File: src/hw/rtl/amdfs_pkg.sv
`timescale 1ns / 1ps
`default_nettype none
package amdfs_pkg;

	localparam int MAX_CITIES = 16;
	localparam int CITY_W     = $clog2(MAX_CITIES);
	localparam int CNT_W      = $clog2(MAX_CITIES + 1);
	localparam int DIST_W     = 16;

	typedef enum logic {
		OP_WRITE = 1'b0,
		OP_START = 1'b1
	} opcode_t;

	typedef enum logic [1:0] {
		ST_IDLE,
		ST_POP,
		ST_SCAN,
		ST_EMIT
	} walk_state_t;

	typedef struct packed {
		logic              en;
		logic [CITY_W-1:0] row;
		logic [CITY_W-1:0] col;
		logic              set;
	} edge_wr_t;

endpackage
`default_nettype wire

File: src/hw/rtl/amdfs_edge_mem.sv
`timescale 1ns / 1ps
`default_nettype none
module amdfs_edge_mem
	import amdfs_pkg::*;
(
	input  wire logic                  clk,
	input  wire logic                  arst_n,
	input  wire edge_wr_t              wr,
	input  wire logic [CITY_W-1:0]     rd_row,
	output logic      [MAX_CITIES-1:0] rd_bits
);

	logic [MAX_CITIES-1:0] rows_q [MAX_CITIES];

	always_ff @(posedge clk or negedge arst_n) begin
		if (!arst_n) begin
			for (int i = 0; i < MAX_CITIES; i++) begin
				rows_q[i] <= '0;
			end
		end else if (wr.en) begin
			rows_q[wr.row][wr.col] <= wr.set;
		end
	end

	assign rd_bits = rows_q[rd_row];

endmodule
`default_nettype wire

File: src/hw/rtl/amdfs_walk.sv
`timescale 1ns / 1ps
`default_nettype none
module amdfs_walk
	import amdfs_pkg::*;
(
	input  wire logic                  clk,
	input  wire logic                  arst_n,
	input  wire logic                  go,
	input  wire logic [CITY_W-1:0]     start_city,
	input  wire logic [CNT_W-1:0]      count,
	input  wire logic [MAX_CITIES-1:0] row_bits,
	output logic      [CITY_W-1:0]     rd_row,
	output logic                       busy,
	output logic                       strobe,
	output logic      [CITY_W-1:0]     city_index,
	output logic      [CNT_W-1:0]      visit_order,
	output logic                       last_city
);

	walk_state_t state_q, state_d;

	logic [CNT_W-1:0]      n_q;
	logic [CNT_W-1:0]      n_eff;
	logic [CNT_W-1:0]      nm1;
	logic [CNT_W-1:0]      depth_q;
	logic [CNT_W-1:0]      depth_m1;
	logic [CNT_W-1:0]      counter_q;
	logic [MAX_CITIES-1:0] seen_q;
	logic [CNT_W-1:0]      visit_q [MAX_CITIES];
	logic [CITY_W-1:0]     stack_q [MAX_CITIES];
	logic [CITY_W-1:0]     cur_q;
	logic [CITY_W-1:0]     j_q;
	logic [CITY_W-1:0]     idx_q;
	logic                  start_ok;
	logic                  hit;
	logic                  emit_last;

	assign n_eff     = (count > CNT_W'(MAX_CITIES)) ? CNT_W'(MAX_CITIES) : count;
	assign start_ok  = {1'b0, start_city} < n_eff;
	assign nm1       = n_q - CNT_W'(1);
	assign depth_m1  = depth_q - CNT_W'(1);
	assign hit       = row_bits[j_q] && !seen_q[j_q];
	assign emit_last = {1'b0, idx_q} == nm1;
	assign rd_row    = cur_q;

	always_ff @(posedge clk or negedge arst_n) begin
		if (!arst_n) begin
			state_q <= ST_IDLE;
		end else begin
			state_q <= state_d;
		end
	end

	always_comb begin
		state_d     = state_q;
		busy        = 1'b1;
		strobe      = 1'b0;
		city_index  = '0;
		visit_order = '0;
		last_city   = 1'b0;
		unique case (state_q)
			ST_IDLE: begin
				busy = 1'b0;
				if (go && n_eff != '0) begin
					state_d = start_ok ? ST_POP : ST_EMIT;
				end
			end
			ST_POP: begin
				state_d = (depth_q == '0) ? ST_EMIT : ST_SCAN;
			end
			ST_SCAN: begin
				if (j_q == '0) begin
					state_d = ST_POP;
				end
			end
			ST_EMIT: begin
				strobe      = 1'b1;
				city_index  = idx_q;
				visit_order = visit_q[idx_q];
				last_city   = emit_last;
				if (emit_last) begin
					state_d = ST_IDLE;
				end
			end
			default: state_d = ST_IDLE;
		endcase
	end

	always_ff @(posedge clk or negedge arst_n) begin
		if (!arst_n) begin
			n_q       <= '0;
			depth_q   <= '0;
			counter_q <= '0;
			seen_q    <= '0;
			cur_q     <= '0;
			j_q       <= '0;
			idx_q     <= '0;
			for (int i = 0; i < MAX_CITIES; i++) begin
				visit_q[i] <= '0;
			end
		end else begin
			unique case (state_q)
				ST_IDLE: begin
					idx_q <= '0;
					if (go && n_eff != '0) begin
						n_q       <= n_eff;
						counter_q <= '0;
						for (int i = 0; i < MAX_CITIES; i++) begin
							visit_q[i] <= '0;
						end
						if (start_ok) begin
							depth_q <= CNT_W'(1);
							seen_q  <= MAX_CITIES'(1) << start_city;
						end else begin
							depth_q <= '0;
							seen_q  <= '0;
						end
					end
				end
				ST_POP: begin
					if (depth_q != '0) begin
						depth_q                    <= depth_m1;
						cur_q                      <= stack_q[depth_m1[CITY_W-1:0]];
						counter_q                  <= counter_q + CNT_W'(1);
						visit_q[stack_q[depth_m1[CITY_W-1:0]]] <= counter_q + CNT_W'(1);
						j_q                        <= nm1[CITY_W-1:0];
					end
				end
				ST_SCAN: begin
					if (hit) begin
						depth_q     <= depth_q + CNT_W'(1);
						seen_q[j_q] <= 1'b1;
					end
					j_q <= j_q - CITY_W'(1);
				end
				ST_EMIT: begin
					idx_q <= idx_q + CITY_W'(1);
				end
				default: ;
			endcase
		end
	end

	always_ff @(posedge clk) begin
		if (state_q == ST_IDLE && go && start_ok) begin
			stack_q[0] <= start_city;
		end else if (state_q == ST_SCAN && hit) begin
			stack_q[depth_q[CITY_W-1:0]] <= j_q;
		end
	end

endmodule
`default_nettype wire

File: src/hw/rtl/adjacency_matrix_dfs_order_core.sv
`timescale 1ns / 1ps
`default_nettype none
// Depth-first visit order over an adjacency matrix of up to 16 cities. A transfer with
// opcode OP_WRITE sets or clears one edge. A transfer with opcode OP_START runs a stack
// walk from start_city over the first city_count cities, then reports one result per
// city on consecutive cycles, marked by strobe, with last_city on the final one. The
// receiver cannot stall: each result is shown for exactly one cycle. The row scan tests
// one matrix entry per cycle. busy stays high until the last result has been shown.
module adjacency_matrix_dfs_order_core
	import amdfs_pkg::*;
(
	input  wire logic              clk,
	input  wire logic              arst_n,
	input  wire logic              start,
	output logic                   busy,
	input  wire logic              opcode,
	input  wire logic [CITY_W-1:0] row_city,
	input  wire logic [CITY_W-1:0] col_city,
	input  wire logic [DIST_W-1:0] distance,
	input  wire logic [CITY_W-1:0] start_city,
	input  wire logic              city_count_we,
	input  wire logic [CNT_W-1:0]  city_count,
	output logic                   strobe,
	output logic      [CITY_W-1:0] city_index,
	output logic      [CNT_W-1:0]  visit_order,
	output logic                   last_city
);

	logic [CNT_W-1:0]      count_q;
	logic                  accept;
	edge_wr_t              wr;
	logic [CITY_W-1:0]     rd_row;
	logic [MAX_CITIES-1:0] row_bits;

	always_ff @(posedge clk or negedge arst_n) begin
		if (!arst_n) begin
			count_q <= CNT_W'(MAX_CITIES);
		end else if (city_count_we) begin
			count_q <= city_count;
		end
	end

	assign accept = start && !busy;
	assign wr.en  = accept && (opcode == OP_WRITE);
	assign wr.row = row_city;
	assign wr.col = col_city;
	assign wr.set = distance != '0;

	amdfs_edge_mem u_edge_mem (
		.clk     (clk),
		.arst_n  (arst_n),
		.wr      (wr),
		.rd_row  (rd_row),
		.rd_bits (row_bits)
	);

	amdfs_walk u_walk (
		.clk         (clk),
		.arst_n      (arst_n),
		.go          (accept && (opcode == OP_START)),
		.start_city  (start_city),
		.count       (count_q),
		.row_bits    (row_bits),
		.rd_row      (rd_row),
		.busy        (busy),
		.strobe      (strobe),
		.city_index  (city_index),
		.visit_order (visit_order),
		.last_city   (last_city)
	);

`ifndef SYNTHESIS
	a_strobe_busy: assert property (@(posedge clk) disable iff (!arst_n)
		strobe |-> busy)
		else $error("result shown while idle");

	a_last_ends: assert property (@(posedge clk) disable iff (!arst_n)
		strobe && last_city |=> !busy && !strobe)
		else $error("results continue after last city");

	a_index_steps: assert property (@(posedge clk) disable iff (!arst_n)
		strobe && !last_city |=> strobe && (city_index == $past(city_index) + 4'd1))
		else $error("result index did not advance");

	a_write_no_busy: assert property (@(posedge clk) disable iff (!arst_n)
		start && !busy && (opcode == OP_WRITE) |=> !busy)
		else $error("matrix write raised busy");
`endif

endmodule
`default_nettype wire
File: config.mk
export PLATFORM = sky130hd
export DESIGN_NAME = adjacency_matrix_dfs_order_core
export DESIGN_NICKNAME = d
export VERILOG_FILES = /design/src/hw/rtl/amdfs_pkg.sv /design/src/hw/rtl/amdfs_edge_mem.sv /design/src/hw/rtl/amdfs_walk.sv /design/src/hw/rtl/adjacency_matrix_dfs_order_core.sv
export SDC_FILE = /design/constraint.sdc
export NUM_CORES = 1
export LEC_CHECK = 0
export BUFFER_PORTS_ARGS = -buffer_cell sky130_fd_sc_hd__clkbuf_2
export CAP_MARGIN = 5
export CORE_MARGIN = 4
export CORE_UTILIZATION = 35
export DETAILED_ROUTE_END_ITERATION = 10
export PLACE_DENSITY = 0.52
export SKIP_LAST_GASP = 1
export SYNTH_ARGS = -nofsm -noshare
export SYNTH_HDL_FRONTEND = slang
export SYNTH_SLANG_ARGS = --single-unit
File: constraint.sdc
create_clock -name clk -period 5.2 [get_ports clk]
set_input_delay 0 -clock clk [delete_from_list [all_inputs] [get_ports clk]]
set_output_delay 0 -clock clk [all_outputs]
set_load 0.02 [all_outputs]
==> run summary, run 1 <==
Layout cells sized above 1 = 0.180
Max_cap viols = 0
Top cell type by total area after synthesis = dfrtp_1
Initial Utilization = 0.353
Routability cong. = 0.798
Worst Hold Class = input port to asynchronous set/reset pin
Largest net degree at the start of global routing = 170
PwrDens = 461 nW/um^2
Worst path arrival time = 4.58 ns
Most common cell in the netlist = dfrtp_1
Pre-CTS WS = 0.775 ns
# diodes = 0
FF+latch count, synth = 450
Vias = 15,600
EDFF count, synth = 64
First-pass iteration count of the detailed router = 5
CTS Root Cell = clkbuf_16
# port buffers = 49
Worst IR Drop VDD = 222 uV
H-tree depth = 2
Library cells used by synthesis = 69
Layout area overhead = 13.0%
Max transition margin = 0.186
R2r startpoint = u_walk.rd_row[1]
Setup TNS = 0 ns
Syn Inst Count = 1,899
Total gr overflow = 0
R2r worst-path depth = 8
CTS buffer count = 49
Io pins = 50
Setup ws final = 0.823 ns
Synth Cell Area = 21,700 um^2
TritonCTS clock tree = done
Total track usage = 0.178
Clock sinks = 450
Startpoint types = flip-flop
Max frequency = 228 MHz
Mapped Nets = 1,954
Synth top area share = 0.443
Avg Inst Size Synth = 11.4 um^2
Initial antenna violation count = 2
1st-iter DRT viols = 1,261
Setup crit end kind = flip-flop
Vias per cell = 5.65
Leakage Power = 10.1 nW
Die Ht = 257 um
Worst-margin pin slew = 1.22 ns
Setup crit start = u_walk.rd_row[1]
Hold slack final = -0.00344 ns
Seq/Total Area, Yosys = 0.533
Violated checks = hold timing
Dominant cells by area after synthesis = dfrtp_1 (44%), mux4_2 (11%), edfxtp_1 (8.8%), a21oi_1 (6.7%), a31oi_1 (5.2%)
Outcome = complete, but fails checks
Vias in the first global route = 15,400
Critical path data required time = 5.41 ns
DR WL/cell = 21.7 um
Core region area = 61,600 um^2
Die boundary width = 257 um
Final Hold Fails = 1
Die Area = 66,100 um^2
DRT antenna net count = 0
DPL Wire Length = 37,400 um
Global-route wire length before repair = 94,200 um
FFs w/ async S/R, synth = 0.858
Worst skew pair latency = 0.59 ns
Synth cell count leaders = dfrtp_1 (385), a21oi_1 (290), nor2_1 (220)
# setup viols final = 0
Fillers = 5,854
Critical path class = flip-flop to flip-flop
Slew Viols, Final = 0
DRC = 0
FF-to-FF setup slack = 0.82 ns
Final wirelength = 59,900 um
Register clock-pin slew on the reported worst setup and hold paths = 0.07 ns
Clock skew = 0.0261 ns
Crit path capture = u_walk.stack_q[3][2]
Clock buffer depth = 3
Post-cts resize count = 0
Fin crit period = 4.38 ns
Yosys warns = 0
Fin crit share = 0.842
RSZ-0062 raised after global routing = false
Final net count = 1,944
Most used DFF post-synth = dfrtp_1
Std cell rows = 91
Critical path peak fanout = 55
FF-to-FF End = u_walk.stack_q[3][2]
==> flip-flops by register name (all words and copies together), names as in the netlist <==
signal,count
u_walk.j_q,4
u_walk.rd_row,4
u_walk.seen_q,16
u_walk.depth_q,5
count_q,5
u_walk.idx_q,4
u_walk.state_q,2
u_walk.n_q,5
u_walk.counter_q,5
u_edge_mem.rows_q,256
u_walk.stack_q,64
u_walk.visit_q,80
==> worst max-delay path, stage by stage, from the launching register on <==
cell and delay (ns):
dfrtp_4 1.04, mux4_2 0.35, mux2i_1 0.12, mux4_2 0.56
o32a_1 0.31, o311a_1 0.19, o31ai_4 0.14, nand3_2 0.48
nor4_1 0.77
==> placed cells by master (no fill, tap or decap), types with 21 or more instances in the layout <==
cell type,n
nor3_1,21
nand2_1,58
mux2_2,23
mux4_2,109
clkbuf_16,51
a22o_1,84
a21oi_1,290
o21ai_0,34
nor2_1,206
clkbuf_2,48
dfrtp_1,382
edfxtp_1,64
buf_4,38
mux2i_1,27
inv_1,21
a31oi_1,182
==> repair_timing <==
item	in CTS	in global routing
hold buffers	18	0
endpoints found under the setup margin	0	0
setup buffers	0	0
endpoints found under the hold margin	94	0
==> kinds of logic after synthesis <==
logic type	share of synthesized area
AO/OA/AOI/OAI	0.187
flip-flops	0.533
AND/OR/NAND/NOR	0.0838
buffers and inverters	0.0372
multiplexers	0.145
adder cells (fa/ha/maj)	0.00979
XOR/XNOR	0.00403
==> through the flow <==
step           power (W)  hold WS [ns]  instances  utilization  instance area, um^2
6_report          0.0113      -0.00344       2759        0.398                24500
5_1_grt           0.0119        0.0662       2759        0.398                24500
4_1_cts           0.0114        0.0196       2759        0.398                24500
3_5_place_dp     0.00784        0.0419       2657        0.369                22800
3_3_place_gp     0.00779        0.0392       2657        0.369                22800
2_1_floorplan    0.00672        -0.296       1899            -                21700
==> how the worst min path moves through the flow <==
stage	startpoint	cells after the start	slack, ns	to
global placement	arst_n	1	0.04	u_walk.visit_q[62]
global route	arst_n	2	0.07	u_walk.visit_q[62]
floorplan	arst_n	0	-0.30	count_q[0]
CTS	arst_n	2	0.02	u_walk.visit_q[62]
finish	arst_n	2	-0.003	u_walk.visit_q[62]
detailed placement	arst_n	1	0.04	u_walk.visit_q[62]
==> where the power goes <==
part | total (W) | switching [W] | internal (W)
clock | 0.00352 | 0.00144 | 0.00208
sequential | 0.00441 | 0.000553 | 0.00386
combinational | 0.00338 | 0.00202 | 0.00136
total | 0.0113 | 0.00402 | 0.00729
==> area by class of cell <==
type | count | area (um^2) | area share
sequential | 450 | 11600 | 0.472
clock buffer | 65 | 1400 | 0.0570
multi-input combinational | 1257 | 9430 | 0.384
inverter | 23 | 86.3 | 0.00352
timing repair buffer | 108 | 781 | 0.0318
clock inverter | 19 | 208 | 0.00846
tap | 837 | 1050 | 0.0427
==> metal layers <==
layer	GRT usage	vias to the layer above	wire [um]
met4	0.0376	2	1030
met3	0.0255	73	2830
met1	0.263	7900	28200
met5	0	-	19
met2	0.281	438	27800
li1	-	7172	-
Power figures use the tool's default switching activity.
==> run 2, diff against run 1 <==
==> constraint.sdc (replaced) <==
create_clock -name clk -period 4.2 [get_ports clk]
set_input_delay 0 -clock clk [delete_from_list [all_inputs] [get_ports clk]]
set_output_delay 0 -clock clk [all_outputs]
set_load 0.02 [all_outputs]
==> run summary, run 2 (synthesis results as in run 1) <==
Setup crit start = u_walk.j_q[0]
# setup viols final = 0
Largest net degree at the start of global routing = 158
Met3 Wirelength = 3450 um
DRT antenna net count = 0
Clock skew = 0.0306 ns
Most frequent cells in the layout = dfrtp_1 (382), a21oi_1 (290), nor2_1 (206)
Finished Cell Area = 24,800 um^2
Leakage Power = 10.3 nW
Top Layer Used = met5
Die Area = 66,100 um^2
Clock buffer depth = 3
Critical path class = flip-flop to flip-flop
Total gr overflow = 0
Global-route wire length before repair = 95,200 um
Max_cap viols = 0
Commonest non-fill, non-tap cell in the layout = dfrtp_1
Vias per cell = 5.65
# port buffers = 49
Crit path capture = u_walk.depth_q[0]
Setup crit end kind = flip-flop
Layout cells sized above 1 = 0.189
Max frequency = 262 MHz
FF-to-FF End = u_walk.depth_q[0]
Fin crit share = 0.909
Die boundary width = 257 um
CTS buffer count = 49
Worst path arrival time = 4.30 ns
Vias = 15,800
1st-iter DRT viols = 1,211
Cell Count, Final, Fillers Out = 2,801
First-pass iteration count of the detailed router = 5
Slew Viols, Final = 0
Final Util = 0.403
Met1 WL = 27,000 um
RSZ-0062 raised after global routing = false
Dpl cells = 2,694
Startpoint types = flip-flop
WL met2 = 28,100 um
R2r worst-path depth = 7
Fin crit period = 3.82 ns
Most flops, register = u_edge_mem.rows_q
TritonCTS clock tree = done
Core region area = 61,600 um^2
Clock sinks = 450
FF-to-FF setup slack = 0.38 ns
DRC = 0
Final wirelength = 60,300 um
Die Ht = 257 um
CTS Root Cell = clkbuf_16
# diodes = 0
PwrDens = 566 nW/um^2
Worst-margin pin slew = 1.22 ns
Vias in the first global route = 15,700
Layout area overhead = 14.3%
R2r startpoint = u_walk.j_q[0]
Std cell rows = 91
Largest regs = u_edge_mem.rows_q x256, u_walk.visit_q x80, u_walk.stack_q x64
Worst skew pair latency = 0.59 ns
Placed inst area = 23,100 um^2
Max reg flops = 256
Total power = 0.0141 W
Final net count = 1,982
Routability cong. = 0.797
Max transition margin = 0.186
Total track usage = 0.181
DPL Wire Length = 39,100 um
Io pins = 50
Setup Buffers After CTS = 0
Initial antenna violation count = 3
Worst IR Drop VDD = 272 uV
Setup TNS = 0 ns
Register clock-pin slew on the reported worst setup and hold paths = 0.07 ns
Outcome = complete, no violations
Final Hold Fails = 0
Critical path peak fanout = 7
H-tree depth = 2
Initial Utilization = 0.353
Worst Hold Class = input port to asynchronous set/reset pin
DR WL/cell = 21.5 um
Critical path data required time = 4.68 ns
==> run 2: cell count changes in the layout (fill, tap and decap cells not counted), sizes merged <==
cell	previous run	this run
bufinv	4	3
clkinv	14	13
buf	42	79
dlygate4sd3	18	19
inv	22	21
clkinvlp	2	0
clkbuf	113	122
==> run 2: worst min path at each step <==
stage / cells after the start / end / slack, ns / start
3_3_place_gp: 1 / u_walk.visit_q[77] / 0.09 / arst_n
2_1_floorplan: 0 / count_q[0] / -0.30 / arst_n
5_1_grt: 4 / u_walk.seen_q[2] / 0.05 / start_city[1]
6_report: 2 / u_walk.visit_q[73] / 0.03 / arst_n
4_1_cts: 4 / u_walk.seen_q[2] / 0.002 / start_city[1]
3_5_place_dp: 1 / u_walk.visit_q[73] / 0.09 / arst_n
==> run 2: per-layer routing <==
layer,GRT usage,vias to the layer above
li1,-,7255
met1,0.257,7948
met2,0.287,504
met3,0.0331,102
met4,0.0529,6
met5,0,-
==> run 2: repair_timing <==
| item | 4_1_cts | 5_1_grt |
|---|---|---|
| hold buffers | 19 | 0 |
| gates resized for setup | 0 | 0 |
| hold endpoints to repair | 106 | 0 |
==> run 2: through the flow <==
stage / hold WS [ns] / setup WS, ns
6_report: 0.0298 / 0.384
5_1_grt: 0.0480 / 0.157
4_1_cts: 0.00175 / 0.408
3_5_place_dp: 0.0875 / 0.437
3_3_place_gp: 0.0869 / 0.452
2_1_floorplan: -0.296 / 0.342
==> run 2: layout make-up <==
| type | count | area, um^2 |
|---|---|---|
| Clock buffer | 74 | 1390 |
| Inverter | 23 | 86.3 |
| Fill cell | 5790 | 36800 |
| Sequential cell | 450 | 11600 |
| Multi-Input combinational cell | 1257 | 9430 |
| Timing Repair Buffer | 146 | 1140 |
| Tap cell | 837 | 1050 |
| Clock inverter | 14 | 153 |
==> run 2: worst max-delay path, cell delays in order, from the launching register on <==
cell and delay, ns:
dfrtp_1 0.64, mux4_2 0.58, mux4_2 0.47, nor2_1 0.45
nand2_1 0.27, nor4_1 0.67, o21ai_1 0.28, mux2_2 0.33
==> run 2: power breakdown <==
group,switching [W],internal [W],leakage [nW]
Clock,0.00179,0.00246,0.756
Combinational,0.00273,0.00178,3.68
Sequential,0.000524,0.00478,5.90
